$ cat config.mk
export PLATFORM = sky130hd
export DESIGN_NAME = numeric_escape_formatter_top
export DESIGN_NICKNAME = d
export VERILOG_FILES = /design/src/design/nef_pkg.sv /design/src/design/numeric_escape_formatter_top.sv /design/src/design/nef_ctrl.sv /design/src/design/nef_datapath.sv
export SDC_FILE = /design/constraint.sdc
export NUM_CORES = 1
export LEC_CHECK = 0
export BUFFER_PORTS_ARGS = -buffer_cell sky130_fd_sc_hd__clkbuf_2
export CAP_MARGIN = 20
export CORE_MARGIN = 2
export CORE_UTILIZATION = 50
export CTS_BUF_LIST = sky130_fd_sc_hd__clkbuf_4
export DETAILED_ROUTE_END_ITERATION = 8
export MAX_ROUTING_LAYER = met4
export PLACE_DENSITY = 0.69
export RECOVER_POWER = 50
export SYNTH_ARGS = -nofsm -noshare
export SYNTH_HDL_FRONTEND = slang
export SYNTH_HIERARCHICAL = 1
export SYNTH_SLANG_ARGS = --single-unit
$ cat constraint.sdc
create_clock -name clock -period 5.4 [get_ports clock]
set_clock_uncertainty 0.15 [all_clocks]
set_input_delay 0.54 -clock clock [delete_from_list [all_inputs] [get_ports clock]]
set_output_delay 0.54 -clock clock [all_outputs]
set_load 0.05 [all_outputs]
$ cat src/design/nef_pkg.sv
`default_nettype none
package nef_pkg;

   localparam int unsigned MAX_CODE_BYTES = 4;
   localparam int unsigned AFFIX_CHARS    = 8;
   localparam int unsigned DEC_DIGITS     = 10;
   localparam int unsigned CONV_STEPS     = 32;

   localparam logic [7:0] CHAR_ZERO = 8'h30;
   localparam logic [7:0] TAG_UNICODE = 8'd1;
   localparam logic [7:0] TAG_BYTE    = 8'd3;

   // Register indexes on the configuration port.
   localparam logic [2:0] CSR_PREFIX_BYTES  = 3'd0;
   localparam logic [2:0] CSR_PREFIX_LENGTH = 3'd1;
   localparam logic [2:0] CSR_SUFFIX_BYTES  = 3'd2;
   localparam logic [2:0] CSR_SUFFIX_LENGTH = 3'd3;
   localparam logic [2:0] CSR_RADIX_MODE    = 3'd4;
   localparam logic [2:0] CSR_FILTER_KIND   = 3'd5;

   localparam logic [1:0] RADIX_HEX = 2'd0;
   localparam logic [1:0] RADIX_DEC = 2'd1;
   localparam logic [1:0] RADIX_OCT = 2'd2;

   localparam logic FILTER_UNICODE = 1'b0;
   localparam logic FILTER_BYTE    = 1'b1;

   typedef struct packed {
      logic [7:0]  tag_byte;
      logic [2:0]  byte_count;
      logic [31:0] code_value;
   } req_type;

   typedef struct packed {
      logic [7:0] out_char;
      logic       last_char;
      logic       status;
   } rsp_type;

   typedef enum logic [1:0] {
      PH_PREFIX,
      PH_DIGIT,
      PH_SUFFIX,
      PH_DEAD
   } phase_type;

   typedef enum logic [1:0] {
      DM_HEX,
      DM_OCT,
      DM_DEC
   } digit_mode_type;

   typedef struct packed {
      logic       load;
      logic       emit;
      phase_type  phase;
      logic [3:0] index;
      logic       last;
   } cmd_type;

   typedef struct packed {
      logic       dead;
      logic [3:0] pre_len;
      logic [3:0] suf_len;
      logic [3:0] dig_len;
      logic       digits_ready;
      logic       out_free;
   } sts_type;

   function automatic logic [7:0] hex_char(input logic [3:0] nib);
      logic [7:0] ch;
      if (nib < 4'd10) begin
         ch = CHAR_ZERO + {4'd0, nib};
      end else begin
         ch = 8'h41 + {4'd0, nib - 4'd10};
      end
      return ch;
   endfunction

endpackage
`default_nettype wire

$ cat src/design/numeric_escape_formatter_top.sv
`default_nettype none
// Numeric escape formatter. Each request transaction carries a tag byte, a byte count and a
// big-endian code value; the block answers with one response transaction per output character:
// the configured prefix, the digits of the value (hexadecimal, decimal or octal, depending on
// the filter and radix registers) and the configured suffix, with last_char set on the final
// character. A request that the filter rejects, or whose radix the filter cannot serve, gives
// a single dead-end response with out_char zero and status set. One request is processed at a
// time. The prefix and suffix lengths are at most eight characters each. Decimal digits come
// from a 32-step shift-and-add-3 converter that starts at acceptance and runs while the prefix
// is sent. The next request is accepted in the cycle after the last character has been loaded
// into the output register, even while that character still waits to be taken. Registers are
// written through the csr_ port; the user must write them only while the block is idle, which
// the block itself does not enforce, and writes then take effect on the next request.
module numeric_escape_formatter_top (
   input  wire logic             clock,
   input  wire logic             reset,
   input  wire logic             req_valid,
   output logic                  req_ready,
   input  wire nef_pkg::req_type req_data,
   output logic                  rsp_valid,
   input  wire logic             rsp_ready,
   output nef_pkg::rsp_type      rsp_data,
   input  wire logic             csr_write_en,
   input  wire logic [2:0]       csr_index,
   input  wire logic [63:0]      csr_wdata
);

   // Command and status buses between the controller and the datapath.
   nef_pkg::cmd_type cmd;
   nef_pkg::sts_type sts;

   // The controller walks the prefix, digit and suffix phases and issues one character
   // load per cycle whenever the output register is free and, in the digit phase, the digits are ready.
   nef_ctrl u_ctrl (
      .clock     (clock),
      .reset     (reset),
      .req_valid (req_valid),
      .req_ready (req_ready),
      .sts       (sts),
      .cmd       (cmd)
   );

   // The datapath holds the registers, classifies the transaction, converts the value and
   // drives the output register.
   nef_datapath u_datapath (
      .clock        (clock),
      .reset        (reset),
      .csr_write_en (csr_write_en),
      .csr_index    (csr_index),
      .csr_wdata    (csr_wdata),
      .req_data     (req_data),
      .cmd          (cmd),
      .sts          (sts),
      .rsp_valid    (rsp_valid),
      .rsp_ready    (rsp_ready),
      .rsp_data     (rsp_data)
   );

   // A dead-end response is always the single, final character of its transaction.
   a_dead_is_last: assert property (@(posedge clock) disable iff (reset)
      (rsp_valid && rsp_data.status) |-> (rsp_data.last_char && rsp_data.out_char == 8'd0))
      else $error("dead-end response without last_char or with nonzero character");

   // Once a request is accepted, no further request is taken in the next cycle.
   a_one_at_a_time: assert property (@(posedge clock) disable iff (reset)
      (req_valid && req_ready) |=> !req_ready)
      else $error("request accepted while another is in progress");

   // A character is only loaded into the output register when it is free.
   a_no_overwrite: assert property (@(posedge clock) disable iff (reset)
      (rsp_valid && !rsp_ready) |-> !cmd.emit)
      else $error("stalled response overwritten");

endmodule
`default_nettype wire

$ cat src/design/nef_ctrl.sv
`default_nettype none
module nef_ctrl (
   input  wire logic            clock,
   input  wire logic            reset,
   input  wire logic            req_valid,
   output logic                 req_ready,
   input  wire nef_pkg::sts_type sts,
   output nef_pkg::cmd_type     cmd
);

   typedef enum logic [2:0] {
      ST_IDLE,
      ST_SETUP,
      ST_PREFIX,
      ST_DIGITS,
      ST_SUFFIX,
      ST_DEAD
   } state_type;

   state_type  state_ff, state_in;
   logic [3:0] idx_ff, idx_in;

   always_comb begin
      state_in  = state_ff;
      idx_in    = idx_ff;
      req_ready = 1'b0;
      cmd.load  = 1'b0;
      cmd.emit  = 1'b0;
      cmd.phase = nef_pkg::PH_DEAD;
      cmd.index = idx_ff;
      cmd.last  = 1'b0;
      case (state_ff)
         ST_IDLE: begin
            req_ready = 1'b1;
            if (req_valid) begin
               cmd.load = 1'b1;
               idx_in   = 4'd0;
               state_in = ST_SETUP;
            end
         end
         ST_SETUP: begin
            idx_in = 4'd0;
            if (sts.dead) begin
               state_in = ST_DEAD;
            end else if (sts.pre_len != 4'd0) begin
               state_in = ST_PREFIX;
            end else begin
               state_in = ST_DIGITS;
            end
         end
         ST_PREFIX: begin
            cmd.phase = nef_pkg::PH_PREFIX;
            if (sts.out_free) begin
               cmd.emit = 1'b1;
               if (idx_ff == sts.pre_len - 4'd1) begin
                  idx_in   = 4'd0;
                  state_in = ST_DIGITS;
               end else begin
                  idx_in = idx_ff + 4'd1;
               end
            end
         end
         ST_DIGITS: begin
            cmd.phase = nef_pkg::PH_DIGIT;
            cmd.last  = (idx_ff == sts.dig_len - 4'd1) && (sts.suf_len == 4'd0);
            if (sts.out_free && sts.digits_ready) begin
               cmd.emit = 1'b1;
               if (idx_ff == sts.dig_len - 4'd1) begin
                  idx_in   = 4'd0;
                  state_in = (sts.suf_len == 4'd0) ? ST_IDLE : ST_SUFFIX;
               end else begin
                  idx_in = idx_ff + 4'd1;
               end
            end
         end
         ST_SUFFIX: begin
            cmd.phase = nef_pkg::PH_SUFFIX;
            cmd.last  = (idx_ff == sts.suf_len - 4'd1);
            if (sts.out_free) begin
               cmd.emit = 1'b1;
               if (idx_ff == sts.suf_len - 4'd1) begin
                  idx_in   = 4'd0;
                  state_in = ST_IDLE;
               end else begin
                  idx_in = idx_ff + 4'd1;
               end
            end
         end
         ST_DEAD: begin
            cmd.phase = nef_pkg::PH_DEAD;
            cmd.last  = 1'b1;
            if (sts.out_free) begin
               cmd.emit = 1'b1;
               state_in = ST_IDLE;
            end
         end
         default: begin
            state_in = ST_IDLE;
         end
      endcase
   end

   always_ff @(posedge clock) begin
      if (reset) begin
         state_ff <= ST_IDLE;
         idx_ff   <= 4'd0;
      end else begin
         state_ff <= state_in;
         idx_ff   <= idx_in;
      end
   end

endmodule
`default_nettype wire

$ cat src/design/nef_datapath.sv
`default_nettype none
module nef_datapath (
   input  wire logic             clock,
   input  wire logic             reset,
   input  wire logic             csr_write_en,
   input  wire logic [2:0]       csr_index,
   input  wire logic [63:0]      csr_wdata,
   input  wire nef_pkg::req_type req_data,
   input  wire nef_pkg::cmd_type cmd,
   output nef_pkg::sts_type      sts,
   output logic                  rsp_valid,
   input  wire logic             rsp_ready,
   output nef_pkg::rsp_type      rsp_data
);

   // Configuration registers.
   logic [63:0] prefix_bytes_ff;
   logic [3:0]  prefix_length_ff;
   logic [63:0] suffix_bytes_ff;
   logic [3:0]  suffix_length_ff;
   logic [1:0]  radix_mode_ff;
   logic        filter_kind_ff;

   // Per-transaction working registers.
   logic [31:0]             value_ff, value_in;
   logic                    dead_ff, dead_in;
   nef_pkg::digit_mode_type mode_ff, mode_in;
   logic [3:0]              fix_len_ff, fix_len_in;

   // Binary to BCD shift-and-add-3 converter.
   logic [31:0] shift_ff, shift_in;
   logic [39:0] bcd_ff, bcd_in;
   logic [5:0]  conv_cnt_ff, conv_cnt_in;
   logic [39:0] bcd_adj;
   logic [3:0]  dec_len;

   logic           rsp_valid_ff;
   nef_pkg::rsp_type rsp_data_ff, rsp_data_in;

   logic        unicode_ok;
   logic        byte_ok;
   logic [3:0]  dig_len;
   logic [3:0]  digit_pos;
   logic [7:0]  digit_char;

   always_ff @(posedge clock) begin
      if (reset) begin
         prefix_bytes_ff  <= 64'd37;
         prefix_length_ff <= 4'd1;
         suffix_bytes_ff  <= 64'd0;
         suffix_length_ff <= 4'd0;
         radix_mode_ff    <= nef_pkg::RADIX_HEX;
         filter_kind_ff   <= nef_pkg::FILTER_UNICODE;
      end else if (csr_write_en) begin
         case (csr_index)
            nef_pkg::CSR_PREFIX_BYTES:  prefix_bytes_ff  <= csr_wdata;
            nef_pkg::CSR_PREFIX_LENGTH: prefix_length_ff <= csr_wdata[3:0];
            nef_pkg::CSR_SUFFIX_BYTES:  suffix_bytes_ff  <= csr_wdata;
            nef_pkg::CSR_SUFFIX_LENGTH: suffix_length_ff <= csr_wdata[3:0];
            nef_pkg::CSR_RADIX_MODE:    radix_mode_ff    <= csr_wdata[1:0];
            nef_pkg::CSR_FILTER_KIND:   filter_kind_ff   <= csr_wdata[0];
            default: begin
            end
         endcase
      end
   end

   // Classification of an incoming transaction.
   always_comb begin
      case (req_data.byte_count)
         3'd1:    value_in = {24'd0, req_data.code_value[7:0]};
         3'd2:    value_in = {16'd0, req_data.code_value[15:0]};
         3'd3:    value_in = {8'd0, req_data.code_value[23:0]};
         3'd4:    value_in = req_data.code_value;
         default: value_in = 32'd0;
      endcase
      unicode_ok = (filter_kind_ff == nef_pkg::FILTER_UNICODE)
                   && (req_data.tag_byte == nef_pkg::TAG_UNICODE)
                   && (req_data.byte_count >= 3'd1)
                   && (req_data.byte_count <= 3'(nef_pkg::MAX_CODE_BYTES));
      byte_ok = (filter_kind_ff == nef_pkg::FILTER_BYTE)
                && (req_data.tag_byte == nef_pkg::TAG_BYTE)
                && (req_data.byte_count == 3'd1);
      dead_in    = 1'b1;
      mode_in    = nef_pkg::DM_HEX;
      fix_len_in = 4'd2;
      if (unicode_ok) begin
         if (radix_mode_ff == nef_pkg::RADIX_HEX) begin
            dead_in    = 1'b0;
            fix_len_in = {req_data.byte_count, 1'b0};
         end else if (radix_mode_ff == nef_pkg::RADIX_DEC) begin
            dead_in = 1'b0;
            mode_in = nef_pkg::DM_DEC;
         end
      end else if (byte_ok) begin
         if (radix_mode_ff == nef_pkg::RADIX_OCT) begin
            dead_in    = 1'b0;
            mode_in    = nef_pkg::DM_OCT;
            fix_len_in = 4'd3;
         end else if (radix_mode_ff == nef_pkg::RADIX_DEC) begin
            dead_in = 1'b0;
            mode_in = nef_pkg::DM_DEC;
         end else if (radix_mode_ff == nef_pkg::RADIX_HEX) begin
            dead_in = 1'b0;
         end
      end
   end

   always_comb begin
      for (int d = 0; d < nef_pkg::DEC_DIGITS; d++) begin
         if (bcd_ff[4*d +: 4] >= 4'd5) begin
            bcd_adj[4*d +: 4] = bcd_ff[4*d +: 4] + 4'd3;
         end else begin
            bcd_adj[4*d +: 4] = bcd_ff[4*d +: 4];
         end
      end
      if (cmd.load) begin
         shift_in    = value_in;
         bcd_in      = 40'd0;
         conv_cnt_in = 6'(nef_pkg::CONV_STEPS);
      end else if (conv_cnt_ff != 6'd0) begin
         shift_in    = {shift_ff[30:0], 1'b0};
         bcd_in      = {bcd_adj[38:0], shift_ff[31]};
         conv_cnt_in = conv_cnt_ff - 6'd1;
      end else begin
         shift_in    = shift_ff;
         bcd_in      = bcd_ff;
         conv_cnt_in = conv_cnt_ff;
      end
   end

   always_comb begin
      dec_len = 4'd1;
      for (int d = 0; d < nef_pkg::DEC_DIGITS; d++) begin
         if (bcd_ff[4*d +: 4] != 4'd0) begin
            dec_len = 4'(d + 1);
         end
      end
   end

   always_ff @(posedge clock) begin
      if (reset) begin
         conv_cnt_ff <= 6'd0;
      end else begin
         conv_cnt_ff <= conv_cnt_in;
      end
      shift_ff <= shift_in;
      bcd_ff   <= bcd_in;
      if (cmd.load) begin
         value_ff   <= value_in;
         dead_ff    <= dead_in;
         mode_ff    <= mode_in;
         fix_len_ff <= fix_len_in;
      end
   end

   assign dig_len   = (mode_ff == nef_pkg::DM_DEC) ? dec_len : fix_len_ff;
   assign digit_pos = dig_len - 4'd1 - cmd.index;

   always_comb begin
      case (mode_ff)
         nef_pkg::DM_HEX: digit_char = nef_pkg::hex_char(value_ff[4*digit_pos[2:0] +: 4]);
         nef_pkg::DM_OCT: digit_char = nef_pkg::CHAR_ZERO
                                       + {5'd0, value_ff[3*digit_pos[1:0] +: 3]};
         nef_pkg::DM_DEC: digit_char = nef_pkg::CHAR_ZERO + {4'd0, bcd_ff[4*digit_pos +: 4]};
         default:         digit_char = 8'd0;
      endcase
   end

   always_comb begin
      rsp_data_in.last_char = cmd.last;
      rsp_data_in.status    = 1'b0;
      case (cmd.phase)
         nef_pkg::PH_PREFIX: rsp_data_in.out_char = prefix_bytes_ff[8*cmd.index[2:0] +: 8];
         nef_pkg::PH_DIGIT:  rsp_data_in.out_char = digit_char;
         nef_pkg::PH_SUFFIX: rsp_data_in.out_char = suffix_bytes_ff[8*cmd.index[2:0] +: 8];
         default: begin
            rsp_data_in.out_char = 8'd0;
            rsp_data_in.status   = 1'b1;
         end
      endcase
   end

   always_ff @(posedge clock) begin
      if (reset) begin
         rsp_valid_ff <= 1'b0;
      end else if (cmd.emit) begin
         rsp_valid_ff <= 1'b1;
      end else if (rsp_ready) begin
         rsp_valid_ff <= 1'b0;
      end
      if (cmd.emit) begin
         rsp_data_ff <= rsp_data_in;
      end
   end

   assign rsp_valid = rsp_valid_ff;
   assign rsp_data  = rsp_data_ff;

   always_comb begin
      sts.dead         = dead_ff;
      sts.pre_len      = (prefix_length_ff > 4'(nef_pkg::AFFIX_CHARS))
                         ? 4'(nef_pkg::AFFIX_CHARS) : prefix_length_ff;
      sts.suf_len      = (suffix_length_ff > 4'(nef_pkg::AFFIX_CHARS))
                         ? 4'(nef_pkg::AFFIX_CHARS) : suffix_length_ff;
      sts.dig_len      = dig_len;
      sts.digits_ready = (mode_ff != nef_pkg::DM_DEC) || (conv_cnt_ff == 6'd0);
      sts.out_free     = !rsp_valid_ff || rsp_ready;
   end

endmodule
`default_nettype wire
-- Word level (Yosys, flattened, before mapping)
Cells that the tools add are included.
- $add $sub $neg: 21
- multipliers: 1
- $lt $le $gt $ge: 15
- equality and inequality tests: 34
- shifts and indexed selects: 5
- muxes and demuxes: 76
- bitwise logic cells: 1
- reduce and logical (&&, ||, !) cells: 41
- operator list (cell ; count):
    $pmux W32 S4 ; 1
    $shiftx A64 B7 Y8 ; 2
    $mux W4 ; 25
    $mux W32 ; 2
    $pmux W8 S3 ; 2
    $mux W3 ; 15
    $ge A4 B3 Y1 const B ; 10
    $reduce_bool A4 Y1 ; 10
    $shiftx A40 B7 Y4 ; 1
    $add A4 B2 Y4 const B ; 9
    $shiftx A32 B5 Y3 ; 1
    $shiftx A32 B6 Y4 ; 1
    $pmux W4 S5 ; 1
    $eq A3 B2 Y1 const B ; 6
    $pmux W3 S6 ; 1
    $mux W1 ; 17
    $eq A3 B3 Y1 const B ; 5
    $add A6 B4 Y7 const A ; 2
    $mux W2 ; 7
    $ne A2 B1 Y1 const B ; 7
    $eq A4 B4 Y1 ; 3
    $mux W6 ; 2
    $pmux W3 S4 ; 1
    $reduce_and A2 Y1 ; 6
    36 further kinds ; 57
- register bits after elaboration: 274
- bits of input ports: 115
- output and inout port bits: 12
- word-level logic and storage cells: 214

-- Longest topological paths before layout
Gate-level depths: netlist of run 1.
- depth after elaboration: 19
- depth in mapped cells: 20
- gate-level depth less buffers: 19

-- Modules after synthesis
Netlist of run 1, hierarchy kept.
- modules (own cells, without submodules) (module ; times used ; cells each ; area an instance (um^2) ; seq. area each (um^2)):
    nef_datapath ; 1 ; 1345 ; 12786.0 ; 6125.9
    nef_ctrl ; 1 ; 109 ; 859.6 ; 140.1

-- Worst setup path before layout of run 1
OpenSTA, ideal clock, no wires.
- path kind: reg-to-reg
- start: reg u_ctrl.state_ff[0]
- end: reg u_datapath.shift_ff[0], enable pin
- library setup time: 389 ps
- data arrival time: 4067 ps
- required time: 4861 ps
- path slack: 794 ps
- stages on the path, launching flop included: 8
- path buffers: 3
- clock period less this slack: 4606 ps
- cells stage by stage: dfxtp_1 clkbuf_1 nor3_1 and2_1 clkbuf_1 clkbuf_1 inv_1 nand2_1
- RTL lines (item ; RTL line ; RTL):
    from (decl) ; nef_ctrl.sv:20 ; state_type state_ff, state_in;
    from (signal assigned) ; nef_ctrl.sv:108 ; state_ff <= state_in;
    to (signal assigned) ; nef_datapath.sv:147 ; shift_ff <= shift_in;
    to (decl) ; nef_datapath.sv:31 ; logic [31:0] shift_ff, shift_in;

==> results of run 1 <==
[worst max-delay path, stage by stage, from the launching register on]
cell	delay, ns
dfxtp_1	0.36
inv_1	0.11
ha_1	0.22
nor3b_1	0.31
a21oi_1	0.12
o21ai_0	0.22
a21oi_1	0.10
o21ai_0	0.21
o21ai_0	0.25
ha_2	0.26
fa_1	0.44
xor2_2	0.40
mux4_2	0.39
mux2_4	0.30
and2_4	0.17
a2111oi_2	0.40
o211ai_1	0.13
[state kept, by name, indices dropped and copies added (netlist names), 2 cells and up]
name	flops
u_datapath/mode_ff	2
u_datapath/shift_ff	32
u_datapath/bcd_ff	40
u_datapath/suffix_bytes_ff	64
u_ctrl/state_ff	3
u_datapath/suffix_length_ff	4
u_datapath/radix_mode_ff	2
u_datapath/conv_cnt_ff	6
u_ctrl/idx_ff	4
u_datapath/fix_len_ff	3
u_datapath/rsp_data	10
u_datapath/value_ff	32
u_datapath/prefix_bytes_ff	64
u_datapath/prefix_length_ff	4
[power by group]
part | internal [W] | switching [W] | total (W)
Combinational | 0.00113 | 0.00160 | 0.00273
Clock | 0.000919 | 0.000856 | 0.00177
Sequential | 0.00257 | 0.000280 | 0.00285
Total | 0.00461 | 0.00274 | 0.00735
[final cells by class]
cell class,instances,share of cell area
Clock buffer,101,0.04697
Timing Repair Buffer,224,0.09674
Inverter,45,0.01046
Tap cell,341,0.02643
Sequential cell,273,0.3882
Antenna cell,1,0.0001550
Clock inverter,20,0.008294
Multi-Input combinational cell,1045,0.4228
[stage by stage]
stage	hold WS (ns)	total power, W	utilization	std cells
after floorplan	0.2818	0.004926	-	1454
after global placement	0.2898	0.005491	0.5370	1845
after detailed placement	0.2932	0.005541	0.5370	1845
after CTS	0.001769	0.007401	0.6011	2049
after global routing	0.01312	0.007847	0.6006	2050
final	0.05992	0.007350	0.6006	2050
[final timing paths]
path,cells after the start,endpoint,from
worst max-delay path,16,u_datapath/rsp_data[4]$_DFFE_PP_,u_datapath/bcd_ff[8]$_SDFFE_PP0P_
worst min-delay path,2,u_datapath/value_ff[26]$_DFFE_PP_,req_data[26]
worst max register to register,16,u_datapath/rsp_data[4]$_DFFE_PP_,u_datapath/bcd_ff[8]$_SDFFE_PP0P_
worst min register to register,2,u_datapath/prefix_bytes_ff[6]$_SDFFE_PP0P_,u_datapath/prefix_bytes_ff[6]$_SDFFE_PP0P_
[repair_timing]
action / 4_1_cts / 5_1_grt
buffers inserted: 0 / 0
hold endpoints to repair: 146 / 0
endpoints found under the setup margin: 0 / 0
hold buffers: 83 / 0
[cell usage after synthesis (3+ instances only)]
master      n
nand4_1     3
buf_6       5
xnor2_1    29
o211ai_1    4
and2_1     28
and3_1     12
a211oi_1   16
nor2b_1    12
nor3b_1    14
nand2_1   350
inv_1      40
mux4_2     48
ha_1       39
mux2_2     32
buf_1       7
a21oi_1   190
nand3_1    24
inv_2       5
xor2_1      7
a31oi_1     4
nand3b_1    7
o21ai_1     4
nor3_1     12
nor4_1      5
clkbuf_1   66
buf_2       6
a21o_1      5
o21ai_0    45
nor2_1     58
dfxtp_1   193
edfxtp_1   80
and4_1      3
or4_1       3
buf_4       5
nand2b_1   15
mux2i_1    35
[metal layers]
layer / track usage / up-vias / wire length (um)
li1: - / 5520 / -
met1: 0.3355 / 5219 / 15360
met2: 0.3553 / 375 / 15150
met3: 0.04431 / 69 / 2224
met4: 0.08175 / 0 / 865
met5: - / - / 0
[kinds of logic after synthesis]
family                     share of synthesized area
adders and majority gates                    0.03723
AOI/OAI and AO/OA                             0.1198
muxes                                         0.1324
and+or+nand+nor                               0.1836
buffers and inverters                        0.04227
xor gates and xnor gates                     0.02549
DFF                                           0.4592
==> flow_summary_export.csv, run 1 <==
group,metric,value,unit
run_status,run_status,"finished, violations left",
run_status,violations,"max-capacitance violations, max-slew violations",
floorplanning,die_x,169.2,um
placed_design,placed_area,14430,um^2
yosys,synth_area,13650,um^2
yosys,synth_top_area_share,0.2831,
floorplanning,boundaryPins,127,
clock_tree,clkSinkCount,273,
timing,fmax,0.2076,GHz
power_and_ir_drop,powerDensity,455.3,nW/um^2
worst_setup_path,cp.required,5.66,ns
placed_design,pre_cts_slack,0.6594,ns
clock_tree,clkTransAtPathRegs,0.07,ns
detailed_routing,wl_per_cell,16.39,um
yosys,async_flop_share,0,
yosys,ys_warn_count,6,
timing,finalHoldViolCount,0,
placed_design,place_hpwl,21830,um
detailed_routing,drtAntennaViolNets,0,
floorplanning,initial_utilization,0.5077,
detailed_routing,wl,33600,um
worst_setup_path,startpoint_type,"flop",
clock_tree,cts_buffers,74,
yosys,yosysSeqAreaShare,0.4592,
grt,grtUsageTotal,0.2407,
clock_tree,clk_latency,0.70,ns
final_layout,multi_input_area,6824,um^2
final_layout,final_cell_mix,"349 x nand2_1, 193 x dfxtp_1, 190 x a21oi_1",
timing,drv_slew,97,
yosys,synth-edff-count,80,
detailed_routing,drt_first_iter_violations,847,
worst_setup_path,worstPathMaxFanout,7,
hold_path,min-delay-path-class,"in -> reg",
timing,finalWorstSetupSlack,0.5835,ns
timing,rsz0062_at_grt,"no",
detailed_routing,num_vias,11183,
worst_setup_path,r2r_setup_slack,0.58,ns
yosys,netlist_instances,1454,
detailed_routing,first_pass_iters,5,
timing,period_share,0.8920,
yosys,synth.avg_cell_area,9.385,um^2
final_layout,regArea,6266,um^2
yosys,ys_dominant_reg_cell,"dfxtp_1",
timing,final-setup-viol-count,0,
yosys,synth_area_leaders,"dfxtp_1 28%, edfxtp_1 18%, nand2_1 9.6%, mux4_2 7.9%, a21oi_1 7.0%",
timing,post-route-min-period,4.817,ns
final_layout,design_area,16140,um^2
final_layout,drive_above_1_share,0.2026,
final_layout,nFillCells,2359,
power_and_ir_drop,p_leak,6.179,nW
worst_setup_path,endpoint_kind,"flop",
grt,overflow,0,
power_and_ir_drop,peakVddDrop,0.2460,mV
worst_setup_path,cp.arrival,5.07,ns
final_layout,final_common_cell,"nand2_1",
grt,grt_max_degree,97,
floorplanning,die_height,169.2,um
clock_tree,htree_num_levels,3,
clock_tree,cts_tree,"built",
placed_design,numPortBuffers,126,
grt,grt_pass1_vias,10458,
timing,totalNegativeSetupSlack,0,ns
final_layout,syn_to_final_growth,18.29,%
clock_tree,cts_resized,0,
timing,tightest_slew,4.173,ns
yosys,yosysUniqueCellTypes,69,
yosys,yosysTopAreaCell,"dfxtp_1",
grt,grt_pass1_wl,53600,um
grt,grt_antenna_before_repair,1,
yosys,yosys_register_bits,273,
detailed_routing,viasPerCell,5.455,
timing,relSlewSlack,-1.782,
clock_tree,cts-root-buf,"clkbuf_4",
floorplanning,rows,60,
floorplanning,die-area,28630,um^2
floorplanning,core,26880,um^2
run,maxCapViolCount,1,
yosys,synth_nets,1609,
clock_tree,cts_buffer_depth,3,
detailed_routing,drc,0,
final_layout,final_nets,1818,
placed_design,gp_congestion,0.8807,
worst_setup_path,setup.worst_path.class,"reg -> reg",
No activity file was read; power rests on OpenSTA's default activity.
==> run 2: changes to the inputs <==
Settings changed: CORE_ASPECT_RATIO from default to 2, SYNTH_HIERARCHICAL 1 to default.
==> flow_summary_export.csv, run 2 <==
group,metric,value,unit
detailed_routing,wl,35920,um
floorplanning,die_x,120.3,um
detailed_routing,drt_first_iter_violations,594,
worst_setup_path,reg2regPathDepth,16,
timing,final-setup-viol-count,0,
yosys,synth-edff-count,81,
yosys,yosysSeqAreaShare,0.4655,
floorplanning,die-area,28460,um^2
yosys,synth_nets,1548,
worst_setup_path,setup.worst_path.class,"reg -> reg",
clock_tree,clkTransAtPathRegs,0.07,ns
clock_tree,cts_tree,"built",
yosys,yosysUniqueCellTypes,71,
run,maxCapViolCount,4,
detailed_routing,drc,0,
grt,grtUsageTotal,0.2616,
detailed_routing,highest_layer,"met4",
clock_tree,cts-root-buf,"clkbuf_4",
final_layout,largestRegisters,"u_datapath.prefix_bytes_ff: 64 flops, u_datapath.suffix_bytes_ff: 64 flops, u_datapath.bcd_ff: 40 flops",
power_and_ir_drop,clock_power_share,0.237,
clock_tree,clk_latency,0.74,ns
final_layout,multi_input_area,6783,um^2
clock_tree,cts_buffer_depth,3,
worst_setup_path,worstPathMaxFanout,10,
power_and_ir_drop,p_seq_frac,0.392,
placed_design,place_hpwl,24040,um
placed_design,placed_cells,1811,
power_and_ir_drop,switching_share,0.3611,
yosys,yosysTopAreaCell,"dfxtp_1",
timing,fmax,0.2023,GHz
run_status,run_status,"finished, violations left",
run_status,violations,"max-capacitance violations, max-slew violations",
timing,drv_slew,203,
power_and_ir_drop,peakVddDrop,0.3426,mV
yosys,netlist_instances,1394,
hold_path,hold_depth,3,
yosys,synth_area,13530,um^2
hold_path,min-delay-path-class,"in -> reg",
detailed_routing,dr_wl_met3,1560,um
final_layout,nFillCells,2363,
yosys,ys_dominant_reg_cell,"dfxtp_1",
clock_tree,clkSinkCount,274,
clock_tree,cts_setup_buffers,0,
power_and_ir_drop,power.switching,0.002535,W
timing,totalNegativeSetupSlack,0,ns
clock_tree,cts_buffers,67,
floorplanning,boundaryPins,127,
grt,grt_max_degree,90,
final_layout,final_nets,1786,
power_and_ir_drop,powerDensity,432.9,nW/um^2
final_layout,regArea,6297,um^2
floorplanning,initial_utilization,0.5047,
power_and_ir_drop,p_leak,6.089,nW
detailed_routing,num_vias,11155,
hold_path,min_from,"req_valid",
final_layout,drive_above_1_share,0.2036,
detailed_routing,wl_met1,12600,um
timing,period_share,0.9156,
yosys,ys_top_cells_by_count,"335 x nand2_1, 193 x dfxtp_1, 177 x a21oi_1",
detailed_routing,wl_per_cell,17.74,um
timing,rsz0062_at_grt,"no",
worst_setup_path,timing.rr.start,"u_datapath.mode_ff[0]$_SDFFCE_PP0P_",
detailed_routing,first_pass_iters,5,
clock_tree,cts_resized,0,
final_layout,final_common_cell,"nand2_1",
timing,tightest_slew,3.775,ns
detailed_routing,viasPerCell,5.509,
hold_path,hold-path-endpoint,"u_datapath.conv_cnt_ff[5]$_SDFFE_PP0P_",
worst_setup_path,cp.required,5.72,ns
placed_design,numPortBuffers,126,
grt,grt_pass1_vias,11305,
grt,grt_pass1_wl,56410,um
timing,post-route-min-period,4.944,ns
yosys,async_flop_share,0,
detailed_routing,drtAntennaViolNets,0,
floorplanning,rows,85,
final_layout,final_cell_mix,"334 x nand2_1, 192 x dfxtp_1, 177 x a21oi_1",
power_and_ir_drop,p_int,0.004486,W
yosys,synth_top_area_share,0.2857,
placed_design,gp_congestion,0.8832,
final_layout,syn_to_final_growth,19.91,%
worst_setup_path,startpoint_type,"flop",
yosys,synth_area_leaders,"dfxtp_1 29%, edfxtp_1 18%, mux4_2 9.8%, nand2_1 9.3%, a21oi_1 6.5%",
detailed_routing,routed-wl-met2,19650,um
clock_tree,htree_num_levels,3,
final_layout,fin_cells,2025,
worst_setup_path,r2r_setup_slack,0.46,ns
grt,grt_antenna_before_repair,2,
worst_setup_path,endpoint_kind,"flop",
floorplanning,die_height,236.6,um
clock_tree,hold_buffers,100,
timing,relSlewSlack,-1.517,
timing,finalHoldViolCount,0,
grt,overflow,0,
power_and_ir_drop,combPwrFrac,0.371,
yosys,synth.avg_cell_area,9.703,um^2
worst_setup_path,cp.arrival,5.26,ns
worst_setup_path,timing.rr.end,"u_datapath.rsp_data[4]$_DFFE_PP_",
yosys,synth_most_common_cell,"nand2_1",
yosys,yosys_register_bits,274,
floorplanning,core,26800,um^2
yosys,ys_warn_count,0,
[run 2: worst max-delay path: stages (launching register included)]
cell	delay, ns
edfxtp_1	0.43
inv_1	0.11
ha_1	0.31
and4bb_2	0.33
o311ai_0	0.14
a31oi_1	0.44
or2_2	0.25
xnor2_1	0.16
inv_1	0.10
fa_1	0.58
buf_4	0.22
mux4_2	0.35
mux2i_1	0.26
ha_1	0.31
xnor2_1	0.14
a221oi_1	0.25
o221ai_1	0.14
[run 2: cell families after synthesis]
| family | count (synthesis) | synth area share |
|---|---|---|
| AND/OR/NAND/NOR | 542 | 0.1826 |
| buffers and inverters | 114 | 0.03293 |
| flip-flops | 274 | 0.4655 |
| AO/OA/AOI/OAI | 276 | 0.1172 |
| XOR/XNOR | 35 | 0.02322 |
| multiplexers | 114 | 0.1419 |
| adder cells (fa/ha/maj) | 39 | 0.03663 |
[run 2: final cells by class]
class,instances,area share
multi-input cells,1006,0.4182
flip-flops and latches,274,0.3883
repair buffers,248,0.1091
clock buffers,92,0.04259
well taps,348,0.02685
inverters,35,0.008178
clock inverters,20,0.006480
diodes,2,0.0003086
[run 2: power groups by stage]
stage | logic, W | registers (W) | clock network (W)
final | 0.00261 | 0.00275 | 0.00166
after global routing | 0.00286 | 0.00279 | 0.00182
after CTS | 0.00263 | 0.00275 | 0.00171
after detailed placement | 0.00256 | 0.00280 | 0
after global placement | 0.00252 | 0.00278 | 0
after floorplan | 0.00188 | 0.00274 | 0
[run 2: metrics by stage]
step	cell area, um^2	setup WS (ns)	utilization	power (W)	hold WS [ns]
final	16220	0.4556	0.6051	0.007021	0.08476
after global routing	16220	0.2905	0.6051	0.007467	0.07018
after CTS	16270	0.4687	0.6070	0.007093	0.02876
after detailed placement	14470	0.4902	0.5399	0.005355	0.2931
after global placement	14470	0.5761	0.5399	0.005300	0.2888
after floorplan	13530	0.6593	-	0.004621	0.2830
[run 2: metal layers]
layer	vias to the layer above	track usage
met5	-	-
met4	0	0.1674
met3	110	0.04456
met2	332	0.4730
met1	5296	0.2522
li1	5417	-
[run 2: worst max-delay path by stage]
| stage | startpoint | depth (start not counted) | to |
|---|---|---|---|
| floorplan | u_datapath.mode_ff[0]$_SDFFCE_PP0P_ | 18 | u_datapath.rsp_data[4]$_DFFE_PP_ |
| global placement | u_datapath.mode_ff[0]$_SDFFCE_PP0P_ | 15 | u_datapath.rsp_data[4]$_DFFE_PP_ |
| detailed placement | u_datapath.mode_ff[0]$_SDFFCE_PP0P_ | 16 | u_datapath.rsp_data[4]$_DFFE_PP_ |
| CTS | u_datapath.mode_ff[0]$_SDFFCE_PP0P_ | 16 | u_datapath.rsp_data[4]$_DFFE_PP_ |
| global route | u_datapath.mode_ff[0]$_SDFFCE_PP0P_ | 16 | u_datapath.rsp_data[3]$_DFFE_PP_ |
| finish | u_datapath.mode_ff[0]$_SDFFCE_PP0P_ | 16 | u_datapath.rsp_data[4]$_DFFE_PP_ |
==> run 3: changes to the inputs <==
Settings changed: CTS_BUF_LIST sky130_fd_sc_hd__clkbuf_4 to default.
==> flow_summary_export.csv, run 3 (synthesized netlist as in run 2, its figures left out) <==
group,metric,value,unit
run_status,run_status,"finished, violations left",
run_status,violations,"max-capacitance violations, max-slew violations",
grt,grt_max_degree,90,
timing,fmax,0.2027,GHz
placed_design,gp_congestion,0.8832,
floorplanning,die-area,28460,um^2
clock_tree,cts_buffers,25,
hold_path,min-delay-path-class,"in -> reg",
clock_tree,hold_buffers,0,
clock_tree,cts-root-buf,"clkbuf_16",
timing,final-setup-viol-count,0,
timing,post-route-min-period,4.933,ns
clock_tree,clkSinkCount,274,
detailed_routing,drt_first_iter_violations,538,
final_layout,regArea,6297,um^2
placed_design,placed_cells,1811,
detailed_routing,viasPerCell,5.656,
clock_tree,clk_latency,0.55,ns
clock_tree,cts_resized,0,
detailed_routing,highest_layer,"met4",
detailed_routing,routed-wl-met2,18850,um
worst_setup_path,setup.worst_path.class,"reg -> reg",
detailed_routing,num_vias,10504,
timing,period_share,0.9135,
detailed_routing,drtAntennaViolNets,0,
detailed_routing,first_pass_iters,5,
placed_design,numPortBuffers,126,
final_layout,final_cell_mix,"334 x nand2_1, 192 x dfxtp_1, 177 x a21oi_1",
grt,grt_pass1_wl,53460,um
timing,rsz0062_at_grt,"no",
worst_setup_path,cp.arrival,5.07,ns
power_and_ir_drop,p_seq_frac,0.390,
power_and_ir_drop,switching_share,0.3488,
grt,grt_antenna_before_repair,1,
detailed_routing,wl_per_cell,18.36,um
clock_tree,clkTransAtPathRegs,0.07,ns
detailed_routing,wl_met1,11930,um
final_layout,fin_cells,1857,
clock_tree,htree_num_levels,1,
final_layout,final_common_cell,"nand2_1",
timing,fin_hold_ws,0.07536,ns
power_and_ir_drop,peakVddDrop,0.3805,mV
power_and_ir_drop,combPwrFrac,0.362,
floorplanning,core,26800,um^2
detailed_routing,wl,34090,um
hold_path,min_from,"csr_wdata[7]",
final_layout,nFillCells,2441,
floorplanning,die_x,120.3,um
timing,finalHoldViolCount,0,
power_and_ir_drop,clock_power_share,0.247,
final_layout,largestRegisters,"u_datapath.prefix_bytes_ff: 64 flops, u_datapath.suffix_bytes_ff: 64 flops, u_datapath.bcd_ff: 40 flops",
final_layout,drive_above_1_share,0.1844,
power_and_ir_drop,p_leak,5.582,nW
placed_design,place_hpwl,24040,um
run,maxCapViolCount,4,
worst_setup_path,cp.required,5.53,ns
clock_tree,cts_tree,"built",
grt,grt_pass1_vias,10348,
floorplanning,boundaryPins,127,
power_and_ir_drop,powerDensity,463.4,nW/um^2
worst_setup_path,timing.rr.start,"u_datapath.mode_ff[0]$_SDFFCE_PP0P_",
grt,overflow,0,
worst_setup_path,startpoint,"u_datapath.mode_ff[0]$_SDFFCE_PP0P_",
detailed_routing,dr_wl_met3,1578,um
final_layout,multi_input_area,6783,um^2
power_and_ir_drop,finalPower,0.007045,W
floorplanning,die_height,236.6,um
worst_setup_path,worstPathMaxFanout,10,
floorplanning,rows,85,
clock_tree,cts_buffer_depth,3,
power_and_ir_drop,p_int,0.004588,W
clock_tree,cts_setup_buffers,0,
timing,tightest_slew,3.750,ns
detailed_routing,drc,0,
final_layout,syn_to_final_growth,12.41,%
timing,totalNegativeSetupSlack,0,ns
timing,drv_slew,203,
timing,relSlewSlack,-1.500,
final_layout,final_nets,1644,
power_and_ir_drop,power.switching,0.002457,W
worst_setup_path,startpoint_type,"flop",
floorplanning,initial_utilization,0.5047,
grt,grtUsageTotal,0.2452,
worst_setup_path,endpoint_kind,"flop",
-- run 3: path summary, 6_finish.rpt --
| kind | end | slack (ns) | cells past startpoint |
|---|---|---|---|
| max | u_datapath.rsp_data[4]$_DFFE_PP_ | 0.47 | 16 |
| min | u_datapath.suffix_bytes_ff[7]$_SDFFE_PP0P_ | 0.08 | 3 |
| max reg2reg | u_datapath.rsp_data[4]$_DFFE_PP_ | 0.47 | 16 |
| min reg2reg | u_datapath.suffix_bytes_ff[28]$_SDFFE_PP0P_ | 0.30 | 2 |
-- run 3: worst max-delay path, stage by stage (launching register included) --
cell and delay, ns:
edfxtp_1 0.43, inv_1 0.11, ha_1 0.30, and4bb_2 0.33, o311ai_0 0.14, a31oi_1 0.45, or2_2 0.25, xnor2_1 0.16
inv_1 0.10, fa_1 0.58, buf_4 0.22, mux4_2 0.34, mux2i_1 0.26, ha_1 0.31, xnor2_1 0.14, a221oi_1 0.25
o221ai_1 0.14
-- run 3: final cells by class --
cell class,count,area share
inverter,35,0.008723
multi-input combinational,1006,0.4461
clock buffer,37,0.04542
sequential,274,0.4142
timing repair buffer,148,0.05053
tap,348,0.02864
clock inverter,8,0.006254
antenna,1,0.0001646
-- run 3: layer usage --
layer,track usage,vias up
met5,-,-
met4,0.1240,0
met3,0.02914,75
met2,0.4528,323
met1,0.2507,5016
li1,-,5090
-- run 3: power by group through the flow --
stage               sequential, W  clock (W)  combinational, W
floorplan                 0.00274          0           0.00188
global placement          0.00278          0           0.00252
detailed placement        0.00280          0           0.00256
CTS                       0.00275    0.00178           0.00257
global route              0.00279    0.00186           0.00280
finish                    0.00275    0.00174           0.00255
-- run 3: through the flow --
stage	setup slack [ns]	utilization	area (um^2)
finish	0.4672	0.5673	15200
global route	0.2789	0.5673	15200
CTS	0.4723	0.5692	15260
detailed placement	0.4902	0.5399	14470
global placement	0.5761	0.5399	14470
floorplan	0.6593	-	13530
